==> src/rtl/core/fcab_pkg.sv <==
// ----------------------------------------------------------------------------
// fcab_pkg
// shared widths, register indexes, sequencer states and lane structs for the
// foot contact ankle balancer
// ----------------------------------------------------------------------------
`default_nettype none

package fcab_pkg;

  localparam int unsigned RAW_W   = 10;
  localparam int unsigned SCALE_W = 17;
  localparam int unsigned LEVEL_W = 11;
  localparam int unsigned DIFF_W  = 12;
  localparam int unsigned GAIN_W  = 16;
  localparam int unsigned LIMIT_W = 24;
  localparam int unsigned ANGLE_W = 25;
  localparam int unsigned PROD_W  = 28;
  localparam int unsigned SUM_W   = 29;
  localparam int unsigned CFG_W   = 24;
  localparam int unsigned IDX_W   = 3;
  localparam int unsigned NLANES  = 4;

  localparam logic [IDX_W-1:0] REG_THRESHOLD = 3'd0;
  localparam logic [IDX_W-1:0] REG_GAIN      = 3'd1;
  localparam logic [IDX_W-1:0] REG_DIFF_LIM  = 3'd2;
  localparam logic [IDX_W-1:0] REG_ANGLE_LIM = 3'd3;
  localparam logic [IDX_W-1:0] REG_SCALE_A   = 3'd4;
  localparam logic [IDX_W-1:0] REG_SCALE_B   = 3'd5;
  localparam logic [IDX_W-1:0] REG_SCALE_C   = 3'd6;
  localparam logic [IDX_W-1:0] REG_SCALE_D   = 3'd7;

  localparam logic [LEVEL_W-1:0] RST_THRESHOLD = 11'd90;
  localparam logic [GAIN_W-1:0]  RST_GAIN      = 16'd1510;
  localparam logic [LEVEL_W-1:0] RST_DIFF_LIM  = 11'd100;
  localparam logic [LIMIT_W-1:0] RST_ANGLE_LIM = 24'd15099494;
  localparam logic [SCALE_W-1:0] RST_SCALE_A   = 17'd62415;
  localparam logic [SCALE_W-1:0] RST_SCALE_B   = 17'd66198;
  localparam logic [SCALE_W-1:0] RST_SCALE_C   = 17'd56497;
  localparam logic [SCALE_W-1:0] RST_SCALE_D   = 17'd56497;

  typedef enum logic [2:0] {
    ST_IDLE,
    ST_SCALE,
    ST_MERGE,
    ST_MULT,
    ST_ACC,
    ST_OUT
  } fcab_state_t;

  typedef struct packed {
    logic scale_en;
    logic merge_en;
    logic mult_en;
    logic acc_en;
  } fcab_ctrl_t;

  typedef struct packed {
    logic                     land;
    logic signed [DIFF_W-1:0] pitch_diff;
    logic                     pitch_ok;
    logic signed [DIFF_W-1:0] roll_diff;
    logic                     roll_ok;
  } fcab_merge_t;

  function automatic logic [LEVEL_W-1:0] fcab_mag(input logic signed [DIFF_W-1:0] v);
    logic [DIFF_W-1:0] n;
    n = v[DIFF_W-1] ? (~v + 1'b1) : v;
    return n[LEVEL_W-1:0];
  endfunction

endpackage

`default_nettype wire

==> src/rtl/core/fcab_scale_lane.sv <==
// ----------------------------------------------------------------------------
// fcab_scale_lane
// one sensor lane: raw sample times its q16 factor, truncated, registered
// ----------------------------------------------------------------------------
`default_nettype none

module fcab_scale_lane (
  input  wire logic                             clk,
  input  wire logic                             en,
  input  wire logic [fcab_pkg::RAW_W-1:0]       raw,
  input  wire logic [fcab_pkg::SCALE_W-1:0]     factor,
  output logic      [fcab_pkg::LEVEL_W-1:0]     scaled
);

  localparam int unsigned P_W = fcab_pkg::RAW_W + fcab_pkg::SCALE_W;

  logic [P_W-1:0]                 prod;
  logic [fcab_pkg::LEVEL_W-1:0]   scaled_r;

  assign prod = {{fcab_pkg::SCALE_W{1'b0}}, raw} * {{fcab_pkg::RAW_W{1'b0}}, factor};

  always_ff @(posedge clk) begin
    if (en) begin
      scaled_r <= prod[P_W-1:16];
    end
  end

  assign scaled = scaled_r;

endmodule

`default_nettype wire

==> src/rtl/core/fcab_diff_merge.sv <==
// ----------------------------------------------------------------------------
// fcab_diff_merge
// merges the four lanes: landing detect, pitch and roll difference choice
// and difference limit check, registered
// ----------------------------------------------------------------------------
`default_nettype none

module fcab_diff_merge (
  input  wire logic                            clk,
  input  wire logic                            en,
  input  wire logic [fcab_pkg::LEVEL_W-1:0]    lvl_a,
  input  wire logic [fcab_pkg::LEVEL_W-1:0]    lvl_b,
  input  wire logic [fcab_pkg::LEVEL_W-1:0]    lvl_c,
  input  wire logic [fcab_pkg::LEVEL_W-1:0]    lvl_d,
  input  wire logic [fcab_pkg::LEVEL_W-1:0]    threshold,
  input  wire logic [fcab_pkg::LEVEL_W-1:0]    diff_limit,
  output fcab_pkg::fcab_merge_t                merged
);

  logic signed [fcab_pkg::DIFF_W-1:0] sa, sb, sc, sd;
  logic signed [fcab_pkg::DIFF_W-1:0] a_b, d_c, c_b, d_a;
  logic signed [fcab_pkg::DIFF_W-1:0] pd, rd;
  fcab_pkg::fcab_merge_t              merged_r, merged_nxt;

  assign sa  = $signed({1'b0, lvl_a});
  assign sb  = $signed({1'b0, lvl_b});
  assign sc  = $signed({1'b0, lvl_c});
  assign sd  = $signed({1'b0, lvl_d});
  assign a_b = sa - sb;
  assign d_c = sd - sc;
  assign c_b = sc - sb;
  assign d_a = sd - sa;

  // |b-a| equals |a-b| and |c-d| equals |d-c|
  assign pd = (fcab_pkg::fcab_mag(a_b) >= fcab_pkg::fcab_mag(d_c)) ? a_b : d_c;
  assign rd = (fcab_pkg::fcab_mag(c_b) >= fcab_pkg::fcab_mag(d_a)) ? c_b : d_a;

  always_comb begin
    merged_nxt.land = (lvl_a >= threshold) && (lvl_b >= threshold) &&
                      (lvl_c >= threshold) && (lvl_d >= threshold);
    merged_nxt.pitch_diff = pd;
    merged_nxt.pitch_ok   = fcab_pkg::fcab_mag(pd) < diff_limit;
    merged_nxt.roll_diff  = rd;
    merged_nxt.roll_ok    = fcab_pkg::fcab_mag(rd) < diff_limit;
  end

  always_ff @(posedge clk) begin
    if (en) begin
      merged_r <= merged_nxt;
    end
  end

  assign merged = merged_r;

endmodule

`default_nettype wire

==> src/rtl/core/fcab_axis_lane.sv <==
// ----------------------------------------------------------------------------
// fcab_axis_lane
// one angle integrator: gain times difference, accumulate, symmetric clamp
// ----------------------------------------------------------------------------
`default_nettype none

module fcab_axis_lane (
  input  wire logic                                  clk,
  input  wire logic                                  rst_n,
  input  wire fcab_pkg::fcab_ctrl_t                  ctrl,
  input  wire logic [fcab_pkg::GAIN_W-1:0]           gain,
  input  wire logic [fcab_pkg::LIMIT_W-1:0]          angle_limit,
  input  wire logic signed [fcab_pkg::DIFF_W-1:0]    diff,
  input  wire logic                                  diff_ok,
  input  wire logic                                  update,
  output logic signed [fcab_pkg::ANGLE_W-1:0]        angle
);

  localparam int unsigned FULL_W = fcab_pkg::GAIN_W + 1 + fcab_pkg::DIFF_W;

  logic signed [FULL_W-1:0]              prod_full;
  logic signed [fcab_pkg::PROD_W-1:0]    prod_r, prod_nxt;
  logic signed [fcab_pkg::SUM_W-1:0]     sum, lim_pos, lim_neg;
  logic signed [fcab_pkg::ANGLE_W-1:0]   acc_r, acc_nxt;

  assign prod_full = $signed({1'b0, gain}) * diff;
  assign prod_nxt  = diff_ok ? prod_full[fcab_pkg::PROD_W-1:0] : '0;

  always_ff @(posedge clk) begin
    if (ctrl.mult_en) begin
      prod_r <= prod_nxt;
    end
  end

  assign sum = {{(fcab_pkg::SUM_W - fcab_pkg::ANGLE_W){acc_r[fcab_pkg::ANGLE_W-1]}}, acc_r}
             + {{(fcab_pkg::SUM_W - fcab_pkg::PROD_W){prod_r[fcab_pkg::PROD_W-1]}}, prod_r};
  assign lim_pos = $signed({{(fcab_pkg::SUM_W - fcab_pkg::LIMIT_W){1'b0}}, angle_limit});
  assign lim_neg = -lim_pos;

  always_comb begin
    if (sum > lim_pos) begin
      acc_nxt = lim_pos[fcab_pkg::ANGLE_W-1:0];
    end else if (sum < lim_neg) begin
      acc_nxt = lim_neg[fcab_pkg::ANGLE_W-1:0];
    end else begin
      acc_nxt = sum[fcab_pkg::ANGLE_W-1:0];
    end
  end

  always_ff @(posedge clk) begin
    if (!rst_n) begin
      acc_r <= '0;
    end else if (ctrl.acc_en && update) begin
      acc_r <= acc_nxt;
    end
  end

  assign angle = acc_r;

endmodule

`default_nettype wire

==> src/rtl/core/foot_contact_ankle_balancer.sv <==
// ----------------------------------------------------------------------------
// foot_contact_ankle_balancer
// four scaling lanes, a merge stage and two angle integrators that turn
// foot pressure samples into ankle pitch and roll commands
// ----------------------------------------------------------------------------
//  port group   dir  content
//  in_*         in   four raw pressure samples, one request per step
//  out_*        out  pitch, roll and landed flag, one request per step
//  cfg_*        in   register writes, index 0..7
//
//  each request steps through capture, lane multiply, merge, gain multiply,
//  accumulate and clamp, output load, in that order; one request in flight at a time
//  the output register stalls only the output load while a result waits
//  reset clears angles, landed flag and registers to their defaults
// ----------------------------------------------------------------------------
`default_nettype none

module foot_contact_ankle_balancer (
  input  wire logic                           clk,
  input  wire logic                           rst_n,
  input  wire logic                           in_tvalid,
  output logic                                in_tready,
  input  wire logic [39:0]                    in_tdata,   // sensor_a, sensor_b, sensor_c, sensor_d
  output logic                                out_tvalid,
  input  wire logic                           out_tready,
  output logic [55:0]                         out_tdata,  // pitch_angle, roll_angle, landed, zero pad
  input  wire logic                           cfg_we,
  input  wire logic [fcab_pkg::IDX_W-1:0]     cfg_index,
  input  wire logic [fcab_pkg::CFG_W-1:0]     cfg_data
);

  fcab_pkg::fcab_state_t                 state_r, state_nxt;
  fcab_pkg::fcab_ctrl_t                  ctrl;
  fcab_pkg::fcab_merge_t                 merged;

  logic [fcab_pkg::LEVEL_W-1:0]          threshold_r, diff_lim_r;
  logic [fcab_pkg::GAIN_W-1:0]           gain_r;
  logic [fcab_pkg::LIMIT_W-1:0]          angle_lim_r;
  logic [fcab_pkg::SCALE_W-1:0]          scale_r [fcab_pkg::NLANES];

  logic [fcab_pkg::RAW_W-1:0]            sample_r [fcab_pkg::NLANES];
  logic [fcab_pkg::LEVEL_W-1:0]          level [fcab_pkg::NLANES];

  logic                                  landed_r, landed_nxt;
  logic                                  update;
  logic signed [fcab_pkg::ANGLE_W-1:0]   pitch, roll;

  logic                                  out_valid_r, out_valid_nxt;
  logic [55:0]                           out_data_r;
  logic                                  in_acc, out_load;

  // configuration registers
  always_ff @(posedge clk) begin
    if (!rst_n) begin
      threshold_r <= fcab_pkg::RST_THRESHOLD;
      gain_r      <= fcab_pkg::RST_GAIN;
      diff_lim_r  <= fcab_pkg::RST_DIFF_LIM;
      angle_lim_r <= fcab_pkg::RST_ANGLE_LIM;
      scale_r[0]  <= fcab_pkg::RST_SCALE_A;
      scale_r[1]  <= fcab_pkg::RST_SCALE_B;
      scale_r[2]  <= fcab_pkg::RST_SCALE_C;
      scale_r[3]  <= fcab_pkg::RST_SCALE_D;
    end else if (cfg_we) begin
      unique case (cfg_index)
        fcab_pkg::REG_THRESHOLD: threshold_r <= cfg_data[fcab_pkg::LEVEL_W-1:0];
        fcab_pkg::REG_GAIN:      gain_r      <= cfg_data[fcab_pkg::GAIN_W-1:0];
        fcab_pkg::REG_DIFF_LIM:  diff_lim_r  <= cfg_data[fcab_pkg::LEVEL_W-1:0];
        fcab_pkg::REG_ANGLE_LIM: angle_lim_r <= cfg_data[fcab_pkg::LIMIT_W-1:0];
        fcab_pkg::REG_SCALE_A:   scale_r[0]  <= cfg_data[fcab_pkg::SCALE_W-1:0];
        fcab_pkg::REG_SCALE_B:   scale_r[1]  <= cfg_data[fcab_pkg::SCALE_W-1:0];
        fcab_pkg::REG_SCALE_C:   scale_r[2]  <= cfg_data[fcab_pkg::SCALE_W-1:0];
        fcab_pkg::REG_SCALE_D:   scale_r[3]  <= cfg_data[fcab_pkg::SCALE_W-1:0];
        default: ;
      endcase
    end
  end

  // sequencer
  always_ff @(posedge clk) begin
    if (!rst_n) begin
      state_r <= fcab_pkg::ST_IDLE;
    end else begin
      state_r <= state_nxt;
    end
  end

  always_comb begin
    state_nxt     = state_r;
    ctrl          = '0;
    in_tready     = 1'b0;
    out_load      = 1'b0;
    unique case (state_r)
      fcab_pkg::ST_IDLE: begin
        in_tready = 1'b1;
        if (in_tvalid) begin
          state_nxt = fcab_pkg::ST_SCALE;
        end
      end
      fcab_pkg::ST_SCALE: begin
        ctrl.scale_en = 1'b1;
        state_nxt     = fcab_pkg::ST_MERGE;
      end
      fcab_pkg::ST_MERGE: begin
        ctrl.merge_en = 1'b1;
        state_nxt     = fcab_pkg::ST_MULT;
      end
      fcab_pkg::ST_MULT: begin
        ctrl.mult_en = 1'b1;
        state_nxt    = fcab_pkg::ST_ACC;
      end
      fcab_pkg::ST_ACC: begin
        ctrl.acc_en = 1'b1;
        state_nxt   = fcab_pkg::ST_OUT;
      end
      fcab_pkg::ST_OUT: begin
        if (!out_valid_r || out_tready) begin
          out_load  = 1'b1;
          state_nxt = fcab_pkg::ST_IDLE;
        end
      end
      default: state_nxt = fcab_pkg::ST_IDLE;
    endcase
  end

  assign in_acc = in_tvalid && in_tready;

  always_ff @(posedge clk) begin
    if (in_acc) begin
      for (int i = 0; i < fcab_pkg::NLANES; i++) begin
        sample_r[i] <= in_tdata[i*fcab_pkg::RAW_W +: fcab_pkg::RAW_W];
      end
    end
  end

  // sensor lanes
  for (genvar g = 0; g < fcab_pkg::NLANES; g++) begin : g_lane
    fcab_scale_lane u_lane (
      .clk    (clk),
      .en     (ctrl.scale_en),
      .raw    (sample_r[g]),
      .factor (scale_r[g]),
      .scaled (level[g])
    );
  end

  fcab_diff_merge u_merge (
    .clk        (clk),
    .en         (ctrl.merge_en),
    .lvl_a      (level[0]),
    .lvl_b      (level[1]),
    .lvl_c      (level[2]),
    .lvl_d      (level[3]),
    .threshold  (threshold_r),
    .diff_limit (diff_lim_r),
    .merged     (merged)
  );

  // angles hold on the landing step and after it
  assign update     = !landed_r && !merged.land;
  assign landed_nxt = landed_r || (ctrl.acc_en && merged.land);

  always_ff @(posedge clk) begin
    if (!rst_n) begin
      landed_r <= 1'b0;
    end else begin
      landed_r <= landed_nxt;
    end
  end

  fcab_axis_lane u_pitch (
    .clk         (clk),
    .rst_n       (rst_n),
    .ctrl        (ctrl),
    .gain        (gain_r),
    .angle_limit (angle_lim_r),
    .diff        (merged.pitch_diff),
    .diff_ok     (merged.pitch_ok),
    .update      (update),
    .angle       (pitch)
  );

  fcab_axis_lane u_roll (
    .clk         (clk),
    .rst_n       (rst_n),
    .ctrl        (ctrl),
    .gain        (gain_r),
    .angle_limit (angle_lim_r),
    .diff        (merged.roll_diff),
    .diff_ok     (merged.roll_ok),
    .update      (update),
    .angle       (roll)
  );

  // output register
  assign out_valid_nxt = out_load || (out_valid_r && !out_tready);

  always_ff @(posedge clk) begin
    if (!rst_n) begin
      out_valid_r <= 1'b0;
    end else begin
      out_valid_r <= out_valid_nxt;
    end
  end

  always_ff @(posedge clk) begin
    if (out_load) begin
      out_data_r <= {5'b0, landed_r, roll, pitch};
    end
  end

  assign out_tvalid = out_valid_r;
  assign out_tdata  = out_data_r;

endmodule

`default_nettype wire

==> config.mk <==
export PLATFORM = sky130hd
export DESIGN_NAME = foot_contact_ankle_balancer
export DESIGN_NICKNAME = d
export VERILOG_FILES = /design/src/rtl/core/fcab_pkg.sv /design/src/rtl/core/fcab_scale_lane.sv /design/src/rtl/core/fcab_diff_merge.sv /design/src/rtl/core/fcab_axis_lane.sv /design/src/rtl/core/foot_contact_ankle_balancer.sv
export SDC_FILE = /design/constraint.sdc
export NUM_CORES = 2
export LEC_CHECK = 0
export ABC_CLOCK_PERIOD_IN_PS = 8000
export BUFFER_PORTS_ARGS = -buffer_cell sky130_fd_sc_hd__clkbuf_2
export CAP_MARGIN = 40
export CELL_PAD_IN_SITES_DETAIL_PLACEMENT = 1
export CELL_PAD_IN_SITES_GLOBAL_PLACEMENT = 1
export CORE_MARGIN = 4
export CORE_UTILIZATION = 25
export DETAILED_ROUTE_END_ITERATION = 8
export PLACE_DENSITY = 0.45
export SYNTH_ARGS = -nofsm -noshare
export SYNTH_HDL_FRONTEND = slang
export SYNTH_SLANG_ARGS = --single-unit
==> constraint.sdc <==
create_clock -name clk -period 8 [get_ports clk]
set_input_delay 0.8 -clock clk [delete_from_list [all_inputs] [get_ports clk]]
set_output_delay 0.8 -clock clk [all_outputs]
set_load 0.05 [all_outputs]
; Word-level counts from Yosys, hierarchy flattened
; Memories as Yosys holds them, arrays and structs flattened.
; Index checks and enable logic that the tools add are counted.
; W data, S select, Z words.
[word_totals]
reg_bits = 295
mem_bits_rw = 108
inputBits = 72
word_cells = 145
n_memories = 2
[op_classes]
addsub = 13
mul = 6
magnitude_cmp = 12
n_eq_ne = 14
muxes = 45
n_bitwise = 10
reduce_logical = 22
[mem_list]
columns = name, depth, width, rd, rd_clocked_by_memory_dff, wr, line_no
row1 = scale_r, 4, 17, 4, 0, 4, foot_contact_ankle_balancer.sv:39  ; logic [fcab_pkg::SCALE_W-1:0] scale_r [fcab_pkg::NLANES];
row2 = sample_r, 4, 10, 4, 0, 4, foot_contact_ankle_balancer.sv:41  ; logic [fcab_pkg::RAW_W-1:0] sample_r [fcab_pkg::NLANES];
[op_table]
columns = op, n
row1 = $mul A10 B17 Y27, 4
row2 = $mux W25, 4
row3 = $mux W17, 4
row4 = $add A11 B1 Y11 const B, 6
row5 = $ge A11 B11 Y1, 6
row6 = $mux W11, 6
row7 = $not A11 Y11, 6
row8 = $add A25 B28 Y29, 2
row9 = $gt A29 B25 Y1, 2
row10 = $lt A29 B29 Y1, 2
row11 = $mul A17 B12 Y28, 2
row12 = $sub A11 B11 Y12, 4
row13 = $neg A24 Y29, 1
row14 = $mux W1, 26
row15 = $mux W12, 2
row16 = $lt A11 B11 Y1, 2
row17 = $eq A3 B3 Y1 const B, 6
row18 = $pmux W3 S6, 1
row19 = $eq A3 B2 Y1 const B, 4
row20 = $reduce_and A2 Y1, 5
row21 = $logic_and A1 B1 Y1, 8
row22 = $eq A3 B1 Y1 const B, 2
row23 = $logic_not A3 Y1, 2
row24 = $mux W3, 2
row25 = other kinds (4), 13

; Logic depth before layout (Yosys ltp)
[logic_depth]
word_depth = 10
mapped_depth = 38
ltp_nobuf = 36

; Hierarchy
; Synthesis repeated with hierarchy kept, for this count alone.
[hier_totals]
hier_cells = 6455
hier_area_um2 = 59077.9
[by_module_without_submodules]
columns = module, n_inst, cells_per_inst, area_per_inst_um2, seq_area_each_um2
row1 = fcab_axis_lane, 2, 1374, 11604.9, 1341.3
row2 = foot_contact_ankle_balancer, 1, 537, 7840.0, 6115.9
row3 = fcab_diff_merge, 1, 781, 6363.6, 810.8
row4 = fcab_scale_lane (g_lane[3].u_lane), 1, 613, 5532.8, 330.3
row5 = fcab_scale_lane (g_lane[2].u_lane), 1, 611, 5467.7, 330.3
row6 = fcab_scale_lane (g_lane[0].u_lane), 1, 598, 5429.0, 330.3
row7 = fcab_scale_lane (g_lane[1].u_lane), 1, 567, 5235.0, 330.3

; Worst setup path after synthesis
; No wires, ideal clock.
[synth_path]
kind = reg2reg
start = register g_lane[3].u_lane.scaled_r, in the netlist g_lane[3].u_lane.scaled[0]
end = register u_merge.merged_r, in the netlist u_merge.merged[13] (data pin)
arrival_time_ns = 5.979
required_ns = 7.848
path_slack_ns = 1.870
stages_incl_launch_ff = 36
period_less_slack_ns = 6.130
path_cell_list = edfxtp_1 > inv_1 > ha_1 > inv_1 > fa_1 > nand2_1 > nand2_1 > a21oi_1 > o21ai_0 > a2111oi_0 > or3_1 > xnor2_1 > nand2b_1 > o31ai_1 > xor2_1 > ha_1 > o2111ai_1 > o21ai_1 > clkbuf_1 > nand2_1 > o21ai_0 > ha_1 > inv_1 > o21ai_0 > xnor2_1 > ha_1 > a21oi_1 > nor2b_1 > o21ai_0 > nand2b_1 > a21oi_1 > nor2b_1 > o21ai_0 > nand2b_1 > a221o_1 > a31oi_1
[synth_rtl]
columns = item, line_no
row1 = "start, declared", fcab_scale_lane.sv:18  ; logic [fcab_pkg::LEVEL_W-1:0] scaled_r;
row2 = "start signal, assigned", fcab_scale_lane.sv:24  ; scaled_r <= prod[P_W-1:16];
row3 = "end signal, assigned", fcab_diff_merge.sv:49  ; merged_r <= merged_nxt;
row4 = "end, declared", fcab_diff_merge.sv:23  ; fcab_pkg::fcab_merge_t merged_r, merged_nxt;

==> impl_metrics.env <==
export IMPL_status="finished, final reports clean"
export IMPL_setup_tns_ns=0
export IMPL_start_kind="flip-flop"
export IMPL_syn_cell_area_um2=57100
export IMPL_pin_count=130
export IMPL_clkSlewWorstSetupHoldPaths_ns=0.06
export IMPL_grt_pass1_wl_mm=304
export IMPL_clk_path_buf_depth=3
export IMPL_grt_usage_pct=16.9
export IMPL_critPathMaxFanout=18
export IMPL_maxSlewHeadroom_pct=40.9
export IMPL_synth_edf_count=286
export IMPL_critPathKind="flip-flop to flip-flop"
export IMPL_post_route_min_period_ns=7.19
export IMPL_overflow=0
export IMPL_die_w_um=486
export IMPL_io_buffers=124
export IMPL_cts_root_buf="clkbuf_16"
export IMPL_hold_ws_ns=0.262
export IMPL_post_cts_resized=0
export IMPL_clock_latency_ns=0.72
export IMPL_synth_area_leaders="fa_1, ha_1, edfxtp_1, inv_1, nand2_1"
export IMPL_dp_hpwl_mm=158
export IMPL_finalMaxSlewViolations=0
export IMPL_routed_wl_mm=199
export IMPL_drc_errors=0
export IMPL_drtAntennaViolNets=0
export IMPL_htreeDepth=2
export IMPL_rsz0062_at_grt="false"
export IMPL_critical_path_max_stage_delay_ns=0.67
export IMPL_antenna_found_initial=19
export IMPL_setup_viol=0
export IMPL_yosysTopAreaCell="fa_1"
export IMPL_cts_setup_buffers=0
export IMPL_tightest_slew_ns=0.887
export IMPL_cp_end_kind="flip-flop"
export IMPL_drt_vias_per_instance=4.59
export IMPL_yosysWarnings=0
export IMPL_gp_congestion=0.845
export IMPL_hold_buffers=0
export IMPL_die_area_um2=236000
export IMPL_grt_pass1_vias=46900
export IMPL_max_freq_ghz=0.139
export IMPL_synth_area_per_cell_um2=9.35
export IMPL_synth_most_common_cell="inv_1"
export IMPL_num_nets_final=7645
export IMPL_clock_sinks=403
export IMPL_drtIter0Drc=1721
export IMPL_drv_cap=0
export IMPL_numCtsBuffers=55
export IMPL_cp_required_ns=8.52
export IMPL_grt_max_degree=58
export IMPL_drt_pass1_iterations=5
export IMPL_synth_top_area_share_pct=26.5
export IMPL_yosys_register_bits=403
export IMPL_drive_gt1_share_pct=5.87
export IMPL_cts_tree="built"
export IMPL_cpMaxStageDelayCell="a21boi_0"
export IMPL_critical_path_arrival_ns=7.71
export IMPL_wire_per_inst_um=21.6
export IMPL_hold_viol=0
export IMPL_netlist_instances=6105
export IMPL_num_vias=42100
export IMPL_finClkSkew_ns=0.0716
export IMPL_initial_core_util_pct=25.1
export IMPL_period_share_pct=89.9
export IMPL_core_area_um2=227000
export IMPL_hp_class="input port to flip-flop"
export IMPL_synthTopCellsByCount="inv_1, nand2_1, fa_1"
export IMPL_yosysUniqueCellTypes=85
export IMPL_ys_flop_type="edfxtp_1"
export IMPL_syn_to_final_growth_pct=11.0
export IMPL_async_reset_ff_share_pct=0
export IMPL_rows=175
export IMPL_seq_area_frac_synth_pct=19.2
export IMPL_die_h_um=486
## final cells by class
type,count,area (um2)
fillers,26200,164000
multi-input cells,4513,41800
flip-flops and latches,403,10900
inverters,939,3520
diodes,6,15.0
well taps,3009,3760
clock inverters,34,429
clock buffers,70,1530
repair buffers,208,1420
## stage by stage
stage                     area [um2]  utilization, %  setup WS (ns)  instances
after global placement         61100            26.9           1.08       9052
after global routing           63300            27.9         0.0715       9178
after detailed placement       61400            27.0          0.939       9070
after floorplan                57100               -           1.87       6109
after CTS                      63300            27.9          0.854       9174
final                          63400            27.9          0.806       9182
## path summary, 6_finish.rpt
path                         startpoint                end  slack (ns)  cells after the start
min                         in_tdata[7]     sample_r[0][7]        0.26                      1
max reg2reg  g_lane[1].u_lane.scaled[1]  u_merge.merged[0]        0.81                     31
max          g_lane[1].u_lane.scaled[1]  u_merge.merged[0]        0.81                     31
min reg2reg              threshold_r[2]     threshold_r[2]        0.47                      2
## kinds of logic (layout without fill, tap and decap cells)
logic type | after synthesis | after routing | synth area share (%)
fa+ha+maj | 1453 | 1453 | 41.8
xor+xnor | 231 | 231 | 3.54
simple gates | 1949 | 1949 | 16.7
buf+inv | 1193 | 1251 | 7.91
other cells | 1 | 11 | 0.00657
compound gates | 783 | 783 | 9.24
mux | 92 | 92 | 1.68
flops | 403 | 403 | 19.2
## worst max-delay path: cells and delay by family, from the launching register on
kind                       cells  cell delay (ns)
AOI/OAI and AO/OA             12             2.86
and+or+nand+nor               12             2.12
muxes                          1             0.39
buffers and inverters          1             0.19
DFF                            1             0.40
adders and majority gates      3             0.77
xor gates and xnor gates       2             0.24
## layer usage
metal	part of all wire, %	GRT usage (%)
met1	47	22.9
met2	49	29.8
met3	2.5	1.22
met4	1.6	2.82
met5	0	0
## sequential cells by signal, summed over array words and instances, names as in the netlist
signal,flops
landed_r,1
u_roll.angle,25
sample_r,40
out_tdata,51
u_merge.merged,27
angle_lim_r,24
u_pitch.prod_r,28
diff_lim_r,11
g_lane.u_lane.scaled,44
state_r,3
scale_r,68
threshold_r,11
u_pitch.angle,25
out_tvalid,1
u_roll.prod_r,28
gain_r,16
## cells in the final DEF, fill, tap and decap left out, types with 122 or more instances in the layout
cell      synthesis  layout
inv_1           939     939
nand2_1         851     851
fa_1            756     756
ha_1            697     697
and2_1          484     483
edfxtp_1        286     286
a21oi_1         197     197
nor2_1          176     174
xnor2_1         155     155
clkbuf_2          0     123
o21ai_0         125     122
Power is left out: the tool's default activity adds up to more than one toggle a clock period on the data nets, which glitch-free logic cannot reach.
